### config.mk
export PLATFORM = sky130hd
export DESIGN_NAME = class_file_constant_pool_parser_unit
export DESIGN_NICKNAME = d
export VERILOG_FILES = /design/src/rtl/cfpp_pkg.sv /design/src/rtl/cfpp_step.sv /design/src/rtl/class_file_constant_pool_parser_unit.sv
export SDC_FILE = /design/constraint.sdc
export NUM_CORES = 1
export LEC_CHECK = 0
export BUFFER_PORTS_ARGS = -buffer_cell sky130_fd_sc_hd__buf_2
export CORE_ASPECT_RATIO = 0.8
export CORE_MARGIN = 2
export CORE_UTILIZATION = 40
export DETAILED_ROUTE_END_ITERATION = 10
export SETUP_SLACK_MARGIN = 0.3
export SLEW_MARGIN = 20
export SYNTH_ARGS = -nofsm -noshare
export SYNTH_HDL_FRONTEND = slang
export SYNTH_SLANG_ARGS = --single-unit
### constraint.sdc
create_clock -name clk -period 10.2 [get_ports clk]
set_input_delay 0.51 -clock clk [delete_from_list [all_inputs] [get_ports clk]]
set_output_delay 0.51 -clock clk [all_outputs]
set_load 0.05 [all_outputs]
### src/rtl/cfpp_pkg.sv
`timescale 1ns / 1ps
// ----------------------------------------------------------------------------
// Constant pool parser package
// Shared types, record codes, tag codes and the payload length table.
// ----------------------------------------------------------------------------
package cfpp_pkg;

    typedef enum logic [2:0] {
        PH_MAGIC   = 3'd0,
        PH_MINOR   = 3'd1,
        PH_MAJOR   = 3'd2,
        PH_COUNT   = 3'd3,
        PH_TAG     = 3'd4,
        PH_PAYLOAD = 3'd5,
        PH_CHARS   = 3'd6,
        PH_DONE    = 3'd7
    } phase_t;

    localparam logic [3:0] KIND_MAGIC    = 4'd0;
    localparam logic [3:0] KIND_VERSION  = 4'd1;
    localparam logic [3:0] KIND_COUNT    = 4'd2;
    localparam logic [3:0] KIND_UTF8_LEN = 4'd3;
    localparam logic [3:0] KIND_UTF8_CHR = 4'd4;
    localparam logic [3:0] KIND_CLASS    = 4'd5;
    localparam logic [3:0] KIND_STRING   = 4'd6;
    localparam logic [3:0] KIND_MEMBER   = 4'd7;
    localparam logic [3:0] KIND_NAMETYPE = 4'd8;
    localparam logic [3:0] KIND_SKIPPED  = 4'd9;
    localparam logic [3:0] KIND_BAD_TAG  = 4'd10;

    localparam logic [7:0] TAG_UTF8      = 8'd1;
    localparam logic [7:0] TAG_INTEGER   = 8'd3;
    localparam logic [7:0] TAG_FLOAT     = 8'd4;
    localparam logic [7:0] TAG_LONG      = 8'd5;
    localparam logic [7:0] TAG_DOUBLE    = 8'd6;
    localparam logic [7:0] TAG_CLASS     = 8'd7;
    localparam logic [7:0] TAG_STRING    = 8'd8;
    localparam logic [7:0] TAG_FIELDREF  = 8'd9;
    localparam logic [7:0] TAG_METHODREF = 8'd10;
    localparam logic [7:0] TAG_NAMETYPE  = 8'd12;
    localparam logic [7:0] TAG_MHANDLE   = 8'd15;
    localparam logic [7:0] TAG_MTYPE     = 8'd16;

    localparam logic [15:0] MAGIC_BYTES = 16'd4;
    localparam logic [15:0] HALF_BYTES  = 16'd2;

    typedef struct packed {
        phase_t      phase;
        logic [15:0] bytes_left;
        logic [31:0] gather_word;
        logic [15:0] held_first_index;
        logic [15:0] pool_total;
        logic [15:0] current_index;
        logic [7:0]  current_tag;
    } parse_state_t;

    typedef struct packed {
        logic [3:0]  record_kind;
        logic [15:0] entry_index;
        logic [31:0] value_high;
        logic [15:0] value_low;
        logic [7:0]  constant_tag;
        logic        pool_finished;
    } record_t;

    function automatic logic [3:0] payload_length(input logic [7:0] tag);
        logic [3:0] len;
        unique case (tag)
            TAG_UTF8, TAG_CLASS, TAG_STRING, TAG_MTYPE:                   len = 4'd2;
            TAG_INTEGER, TAG_FLOAT, TAG_FIELDREF, TAG_METHODREF, TAG_NAMETYPE: len = 4'd4;
            TAG_LONG, TAG_DOUBLE:                                          len = 4'd8;
            TAG_MHANDLE:                                                   len = 4'd3;
            default:                                                       len = 4'd0;
        endcase
        return len;
    endfunction

endpackage

### src/rtl/cfpp_step.sv
`timescale 1ns / 1ps
// ----------------------------------------------------------------------------
// Constant pool parser step
// Next parser state and the record, if any, for one stream byte.
// ----------------------------------------------------------------------------
module cfpp_step
    import cfpp_pkg::*;
(
    input  parse_state_t cur,
    input  logic [7:0]   data_byte,
    input  logic         wide_takes_two_slots,
    output parse_state_t nxt,
    output logic         rec_valid,
    output record_t      rec
);

    logic [15:0] dec;
    logic [31:0] shifted;
    logic        step_two;
    logic [16:0] next_index;
    logic        ends_pool;
    logic [3:0]  tag_len;

    assign dec      = cur.bytes_left - 16'd1;
    assign shifted  = {cur.gather_word[23:0], data_byte};
    assign tag_len  = payload_length(data_byte);
    assign step_two = (cur.phase != PH_TAG) && wide_takes_two_slots &&
                      ((cur.current_tag == TAG_LONG) || (cur.current_tag == TAG_DOUBLE));
    assign next_index = {1'b0, cur.current_index} + (step_two ? 17'd2 : 17'd1);
    assign ends_pool  = next_index >= {1'b0, cur.pool_total};

    always_comb
    begin
        nxt       = cur;
        rec_valid = 1'b0;
        rec       = '0;
        rec.entry_index  = cur.current_index;
        rec.constant_tag = cur.current_tag;

        unique case (cur.phase)
            PH_TAG:
            begin
                nxt.current_tag = data_byte;
                if (tag_len == 4'd0)
                begin
                    rec_valid         = 1'b1;
                    rec.record_kind   = KIND_BAD_TAG;
                    rec.constant_tag  = data_byte;
                    rec.pool_finished = ends_pool;
                end
                else
                begin
                    nxt.bytes_left  = {12'd0, tag_len};
                    nxt.gather_word = '0;
                    nxt.phase       = PH_PAYLOAD;
                end
            end
            PH_CHARS:
            begin
                nxt.bytes_left    = dec;
                rec_valid         = 1'b1;
                rec.record_kind   = KIND_UTF8_CHR;
                rec.value_high    = {24'd0, data_byte};
                rec.pool_finished = (dec == 16'd0) && ends_pool;
            end
            PH_DONE:
            begin
                nxt = cur;
            end
            PH_MAGIC, PH_MINOR, PH_MAJOR, PH_COUNT, PH_PAYLOAD:
            begin
                nxt.gather_word = shifted;
                nxt.bytes_left  = dec;
                if (dec == 16'd0)
                begin
                    unique case (cur.phase)
                        PH_MAGIC:
                        begin
                            nxt.phase        = PH_MINOR;
                            nxt.bytes_left   = HALF_BYTES;
                            rec_valid        = 1'b1;
                            rec.record_kind  = KIND_MAGIC;
                            rec.entry_index  = '0;
                            rec.constant_tag = '0;
                            rec.value_high   = shifted;
                        end
                        PH_MINOR:
                        begin
                            nxt.held_first_index = shifted[15:0];
                            nxt.phase            = PH_MAJOR;
                            nxt.bytes_left       = HALF_BYTES;
                            nxt.gather_word      = '0;
                        end
                        PH_MAJOR:
                        begin
                            nxt.phase        = PH_COUNT;
                            nxt.bytes_left   = HALF_BYTES;
                            rec_valid        = 1'b1;
                            rec.record_kind  = KIND_VERSION;
                            rec.entry_index  = '0;
                            rec.constant_tag = '0;
                            rec.value_high   = {16'd0, shifted[15:0]};
                            rec.value_low    = cur.held_first_index;
                        end
                        PH_COUNT:
                        begin
                            nxt.pool_total    = shifted[15:0];
                            nxt.current_index = 16'd1;
                            nxt.phase = (shifted[15:0] <= 16'd1) ? PH_DONE : PH_TAG;
                            rec_valid         = 1'b1;
                            rec.record_kind   = KIND_COUNT;
                            rec.entry_index   = '0;
                            rec.constant_tag  = '0;
                            rec.value_high    = {16'd0, shifted[15:0]};
                            rec.pool_finished = (shifted[15:0] <= 16'd1);
                        end
                        default:
                        begin
                            rec_valid         = 1'b1;
                            rec.pool_finished = ends_pool;
                            unique case (cur.current_tag)
                                TAG_UTF8:
                                begin
                                    rec.record_kind = KIND_UTF8_LEN;
                                    rec.value_high  = {16'd0, shifted[15:0]};
                                    if (shifted[15:0] != 16'd0)
                                    begin
                                        rec.pool_finished = 1'b0;
                                        nxt.bytes_left    = shifted[15:0];
                                        nxt.phase         = PH_CHARS;
                                    end
                                end
                                TAG_CLASS:
                                begin
                                    rec.record_kind = KIND_CLASS;
                                    rec.value_high  = {16'd0, shifted[15:0]};
                                end
                                TAG_STRING:
                                begin
                                    rec.record_kind = KIND_STRING;
                                    rec.value_high  = {16'd0, shifted[15:0]};
                                end
                                TAG_FIELDREF, TAG_METHODREF:
                                begin
                                    rec.record_kind = KIND_MEMBER;
                                    rec.value_high  = {16'd0, shifted[31:16]};
                                    rec.value_low   = shifted[15:0];
                                end
                                TAG_NAMETYPE:
                                begin
                                    rec.record_kind = KIND_NAMETYPE;
                                    rec.value_high  = {16'd0, shifted[31:16]};
                                    rec.value_low   = shifted[15:0];
                                end
                                default:
                                begin
                                    rec.record_kind = KIND_SKIPPED;
                                end
                            endcase
                        end
                    endcase
                end
            end
        endcase

        // An entry completes on the record for a bad tag, a last character or a
        // finished payload, but not on a UTF8 length that has characters to follow.
        if (rec_valid && (cur.phase == PH_TAG || cur.phase == PH_CHARS ||
                          cur.phase == PH_PAYLOAD) &&
            !(cur.phase == PH_CHARS && dec != 16'd0) &&
            !(cur.phase == PH_PAYLOAD && nxt.phase == PH_CHARS))
        begin
            if (ends_pool)
            begin
                nxt.phase = PH_DONE;
            end
            else
            begin
                nxt.current_index = next_index[15:0];
                nxt.phase         = PH_TAG;
            end
        end
    end

endmodule

### src/rtl/class_file_constant_pool_parser_unit.sv
`timescale 1ns / 1ps
// ----------------------------------------------------------------------------
// Class file constant pool parser
// Walks the header and constant pool of a class file stream, one byte a cycle while the receiver keeps up.
// ----------------------------------------------------------------------------
// The slave stream carries one class file byte per transfer. The master
// stream gives one record per header field (minor and major share one), pool
// entry index set, string length, string character, skipped payload or unknown
// tag; m_tuser carries the record kind and m_tlast marks the record that
// completes the last pool entry or the count of an empty pool. Bytes after
// the pool, and bytes that only add to a word being gathered, give no record.
// A byte is held in the input register until it advances, and its record is
// then loaded into the output register, where it waits for the receiver.
// One byte is taken in every cycle while the receiver does not stall.
// When the receiver stalls, the record waits in the output register and
// one more byte is held in the input register before s_tready falls.
// The cfg channel writes the Long/Double two-slot select; it is always
// ready and must be written only while the parser is idle.
// Reset returns the parser to the magic word, clears the valid flags of both
// registers and sets the two-slot select to one.
// ----------------------------------------------------------------------------
module class_file_constant_pool_parser_unit
    import cfpp_pkg::*;
(
    input  logic        clk,
    input  logic        rst_n,
    input  logic        s_tvalid,
    output logic        s_tready,
    input  logic [7:0]  s_tdata,   // [7:0] data_byte
    output logic        m_tvalid,
    input  logic        m_tready,
    output logic [3:0]  m_tuser,   // [3:0] record_kind
    output logic [71:0] m_tdata,   // [15:0] entry_index, [47:16] value_high,
                                   // [63:48] value_low, [71:64] constant_tag
    output logic        m_tlast,   // pool_finished
    input  logic        cfg_valid,
    output logic        cfg_ready,
    input  logic        cfg_data
);

    parse_state_t state_reg;
    parse_state_t state_next;
    logic         in_valid_reg;
    logic [7:0]   in_byte_reg;
    logic         out_valid_reg;
    record_t      out_rec_reg;
    logic         wide_reg;
    logic         rec_valid;
    record_t      rec;
    logic         advance;

    cfpp_step u_step
    (
        .cur                  (state_reg),
        .data_byte            (in_byte_reg),
        .wide_takes_two_slots (wide_reg),
        .nxt                  (state_next),
        .rec_valid            (rec_valid),
        .rec                  (rec)
    );

    assign advance   = in_valid_reg && (!out_valid_reg || m_tready);
    assign s_tready  = !in_valid_reg || advance;
    assign cfg_ready = 1'b1;

    always_ff @(posedge clk or negedge rst_n)
    begin
        if (!rst_n)
        begin
            wide_reg <= 1'b1;
        end
        else if (cfg_valid && cfg_ready)
        begin
            wide_reg <= cfg_data;
        end
    end

    always_ff @(posedge clk or negedge rst_n)
    begin
        if (!rst_n)
        begin
            in_valid_reg                <= 1'b0;
            state_reg.phase             <= PH_MAGIC;
            state_reg.bytes_left        <= MAGIC_BYTES;
            state_reg.gather_word       <= '0;
            state_reg.held_first_index  <= '0;
            state_reg.pool_total        <= '0;
            state_reg.current_index     <= 16'd1;
            state_reg.current_tag       <= '0;
            out_valid_reg               <= 1'b0;
        end
        else
        begin
            if (s_tvalid && s_tready)
            begin
                in_valid_reg <= 1'b1;
            end
            else if (advance)
            begin
                in_valid_reg <= 1'b0;
            end

            if (advance)
            begin
                state_reg     <= state_next;
                out_valid_reg <= rec_valid;
            end
            else if (m_tready)
            begin
                out_valid_reg <= 1'b0;
            end
        end
    end

    always_ff @(posedge clk)
    begin
        if (s_tvalid && s_tready)
        begin
            in_byte_reg <= s_tdata;
        end
        if (advance && rec_valid)
        begin
            out_rec_reg <= rec;
        end
    end

    assign m_tvalid = out_valid_reg;
    assign m_tuser  = out_rec_reg.record_kind;
    assign m_tdata  = {out_rec_reg.constant_tag, out_rec_reg.value_low,
                       out_rec_reg.value_high, out_rec_reg.entry_index};
    assign m_tlast  = out_rec_reg.pool_finished;

    a_done_sticks: assert property (@(posedge clk) disable iff (!rst_n)
        state_reg.phase == PH_DONE |=> state_reg.phase == PH_DONE)
        else $error("parser left the done phase");

    a_index_in_pool: assert property (@(posedge clk) disable iff (!rst_n)
        (state_reg.phase == PH_TAG || state_reg.phase == PH_PAYLOAD ||
         state_reg.phase == PH_CHARS) |->
        (state_reg.current_index != 16'd0 &&
         state_reg.current_index < state_reg.pool_total))
        else $error("entry index outside the pool");

    a_chars_pending: assert property (@(posedge clk) disable iff (!rst_n)
        state_reg.phase == PH_CHARS |-> state_reg.bytes_left != 16'd0)
        else $error("character phase with no bytes left");

    a_last_means_done: assert property (@(posedge clk) disable iff (!rst_n)
        (out_valid_reg && out_rec_reg.pool_finished) |-> state_reg.phase == PH_DONE)
        else $error("pool end reported while parsing continues");

endmodule
==> impl_metrics.env <==
export IMPL_status="finished, final reports clean"
export IMPL_dr_first_iter_drc_count=662
export IMPL_intPower_mw=1.525
export IMPL_max_freq_mhz=188.6
export IMPL_setup_tns_ns=0
export IMPL_clockBufferDepth=2
export IMPL_largest_reg_flops=99
export IMPL_drc=0
export IMPL_rrSetupSlack_ns=4.90
export IMPL_path_clk_slew_ns=0.08
export IMPL_nNetsFinal=978
export IMPL_cts_sinks=191
export IMPL_pwr_density_cell_nw_per_um2=226.8
export IMPL_grt_pass1_vias=6803
export IMPL_yosysWarnings=0
export IMPL_port_buffers=92
export IMPL_area_growth_syn_to_layout_pct=14.22
export IMPL_worstPathArrival_ns=5.69
export IMPL_fill_cells=2166
export IMPL_ff2ff_path_depth=21
export IMPL_endpoint_kind="flip-flop"
export IMPL_multi_input_area_um2=4076
export IMPL_vias=7257
export IMPL_leakagePower_nw=4.465
export IMPL_fin_skew_ns=0.01303
export IMPL_clock_latency_ns=0.45
export IMPL_wire_per_inst_um=20.23
export IMPL_post_cts_buffers=0
export IMPL_cts_resized=0
export IMPL_layout_common_cells="dfrtp_1, buf_2, edfxtp_1"
export IMPL_hold_path_class="input port to async pin"
export IMPL_coreArea_um2=23460
export IMPL_grt_first_pass_wirelength_mm=40.30
export IMPL_synthDistinctLibCells=72
export IMPL_seq_area_um2=5189
export IMPL_dp_hpwl_mm=17.18
export IMPL_ir_drop_mv=0.1052
export IMPL_layout_commonest_cell="dfrtp_1"
export IMPL_antenna_diode_count=0
export IMPL_finalCriticalPeriod_ns=5.302
export IMPL_grt_usage=0.2104
export IMPL_synth_edf_count=85
export IMPL_syn_nets=924
export IMPL_swShare=0.3856
export IMPL_ys_flop_type="dfrtp_1"
export IMPL_first_pass_iters=5
export IMPL_async_flop_share=0.5340
export IMPL_antenna_found_initial=0
export IMPL_rows=50
export IMPL_max_stage_delay_ns=0.72
export IMPL_yosys_area_top_type_share=0.2664
export IMPL_final_util=0.4666
export IMPL_synth_largest_area_cell="edfxtp_1"
export IMPL_worst_slew_pin_slew_ns=1.081
export IMPL_fin_area_um2=10950
export IMPL_initial_utilization=0.4085
export IMPL_slew_violations=0
export IMPL_via_per_inst=5.737
export IMPL_hold_viol_final=0
export IMPL_r2r_end="state_reg[13]"
export IMPL_hold_ws_ns=0.005399
export IMPL_switching_power_mw=0.9573
export IMPL_critPathMaxFanout=16
export IMPL_relSlewSlack=0.2738
export IMPL_cts_max_level=4
export IMPL_p_clk_frac=0.278
export IMPL_numCtsBuffers=17
export IMPL_cp_cell_sequence="or4_1, a21oi_1, nand4_1, inv_1, ha_1, a21o_1, nand2b_1, inv_1, nand3_1, nor2_1, nand3_1, xnor2_1, ha_1, nand3_1, nor3_1, o311ai_0, nand4_1, o21ai_0, and4_1, a31oi_2, a221o_1"
export IMPL_combPwrFrac=0.279
export IMPL_grt_max_degree=74
export IMPL_drive_gt1_frac=0.1973
export IMPL_power_frac_seq=0.442
export IMPL_ctsRootBufferMaster="clkbuf_16"
export IMPL_start_kind="flip-flop"
export IMPL_synthCells=886
export IMPL_cts_hold_buf=0
export IMPL_netlist_top_cells_area="edfxtp_1, dfrtp_1, a22o_1"
export IMPL_ant_nets=0
export IMPL_path_class="flip-flop to flip-flop"
export IMPL_cpMostUsedCell="nand3_1"
export IMPL_finalSetupViolCount=0
export IMPL_crit_required_ns=10.58
export IMPL_post_dp_cell_area_um2=10290
export IMPL_cts_tree="yes"
export IMPL_rsz0062_at_grt="no"
export IMPL_gp_congestion=0.9153
export IMPL_fin_crit_sh=0.5198
export IMPL_drt_total_wl_mm=25.59
export IMPL_boundaryPins=94
export IMPL_die_y_um=142.4
export IMPL_r2r_start="state_reg[4]"
export IMPL_critPathSlowestCell="a31oi_2"
export IMPL_avgSynthCellArea_um2=10.82
export IMPL_p_total_mw=2.483
export IMPL_yosysSeqAreaShare=0.5415
export IMPL_dieArea_um2=25220
export IMPL_syn_area_um2=9583
export IMPL_ys_ff_latch=191
export IMPL_maxCapViolations=0
export IMPL_grt_overflow=0
export IMPL_die_x_um=177.1
-- power groups by stage --
| stage | sequential (mW) | combinational, mW | clock [mW] |
|---|---|---|---|
| 4_1_cts | 1.09 | 0.680 | 0.706 |
| 6_report | 1.10 | 0.693 | 0.691 |
| 2_1_floorplan | 0.987 | 0.584 | 0 |
| 5_1_grt | 1.11 | 0.765 | 0.737 |
| 3_5_place_dp | 1.11 | 0.673 | 0 |
| 3_3_place_gp | 1.10 | 0.672 | 0 |
-- area by class of cell --
type / instances / share of cell area
Clock buffer: 17 / 0.03887
Sequential cell: 191 / 0.4741
Clock inverter: 15 / 0.01886
Timing Repair Buffer: 103 / 0.04984
Inverter: 30 / 0.01029
Tap cell: 312 / 0.03567
Multi-Input combinational cell: 597 / 0.3724
-- synth_stat cells (8+ instances only) --
cell type	number
dfrtp_1	99
nor3_1	20
nand3_1	28
a21oi_1	21
inv_1	30
a22oi_1	23
buf_2	8
a31oi_1	9
clkbuf_1	54
ha_1	23
edfxtp_1	85
and2_1	36
nor4_1	12
nand4_1	10
nor2_1	66
o22ai_1	8
a22o_1	45
or2_2	8
o31ai_1	12
o21ai_0	45
mux2_4	9
nand2_1	76
xor2_1	9
xnor2_1	10
mux2_2	17
-- worst max-delay path: cells and delay by family, from the launching register on --
family	cells	cell delay, ns
xor gates and xnor gates	1	0.17
AOI/OAI and AO/OA	6	1.59
and+or+nand+nor	10	2.38
buffers and inverters	2	0.22
DFF	1	0.42
adders and majority gates	2	0.44
-- per-stage QoR --
step	std cells	worst slack, ns
2_1_floorplan	886	0.9182
3_3_place_gp	1233	4.849
3_5_place_dp	1233	4.995
4_1_cts	1265	4.958
5_1_grt	1265	4.412
6_report	1265	4.898
-- logic make-up after synthesis --
group / share of synthesized area
AO/OA/AOI/OAI: 0.1644
XOR/XNOR: 0.01737
adder cells (fa/ha/maj): 0.03212
buffers and inverters: 0.04061
flip-flops: 0.5415
multiplexers: 0.04152
other: 0.0003913
AND/OR/NAND/NOR: 0.1622
-- worst max-delay path by stage --
stage / startpoint / to / slack, ns / depth (start not counted)
6_report: state_reg[4] / state_reg[13] / 4.90 / 21
5_1_grt: state_reg[4] / state_reg[14] / 4.41 / 21
4_1_cts: state_reg[4] / state_reg[14] / 4.96 / 21
3_5_place_dp: state_reg[4] / state_reg[14] / 4.99 / 21
3_3_place_gp: state_reg[4] / state_reg[20] / 4.85 / 20
2_1_floorplan: state_reg[88] / m_tvalid / 0.92 / 12
-- routing by layer --
layer,track usage,vias up,wire [um]
li1,-,3378,-
met1,0.3084,3539,11910
met2,0.3142,305,11290
met3,0.05075,35,2027
met4,0.04785,0,363
met5,0,-,0
No activity file was read; power rests on OpenSTA's default activity.
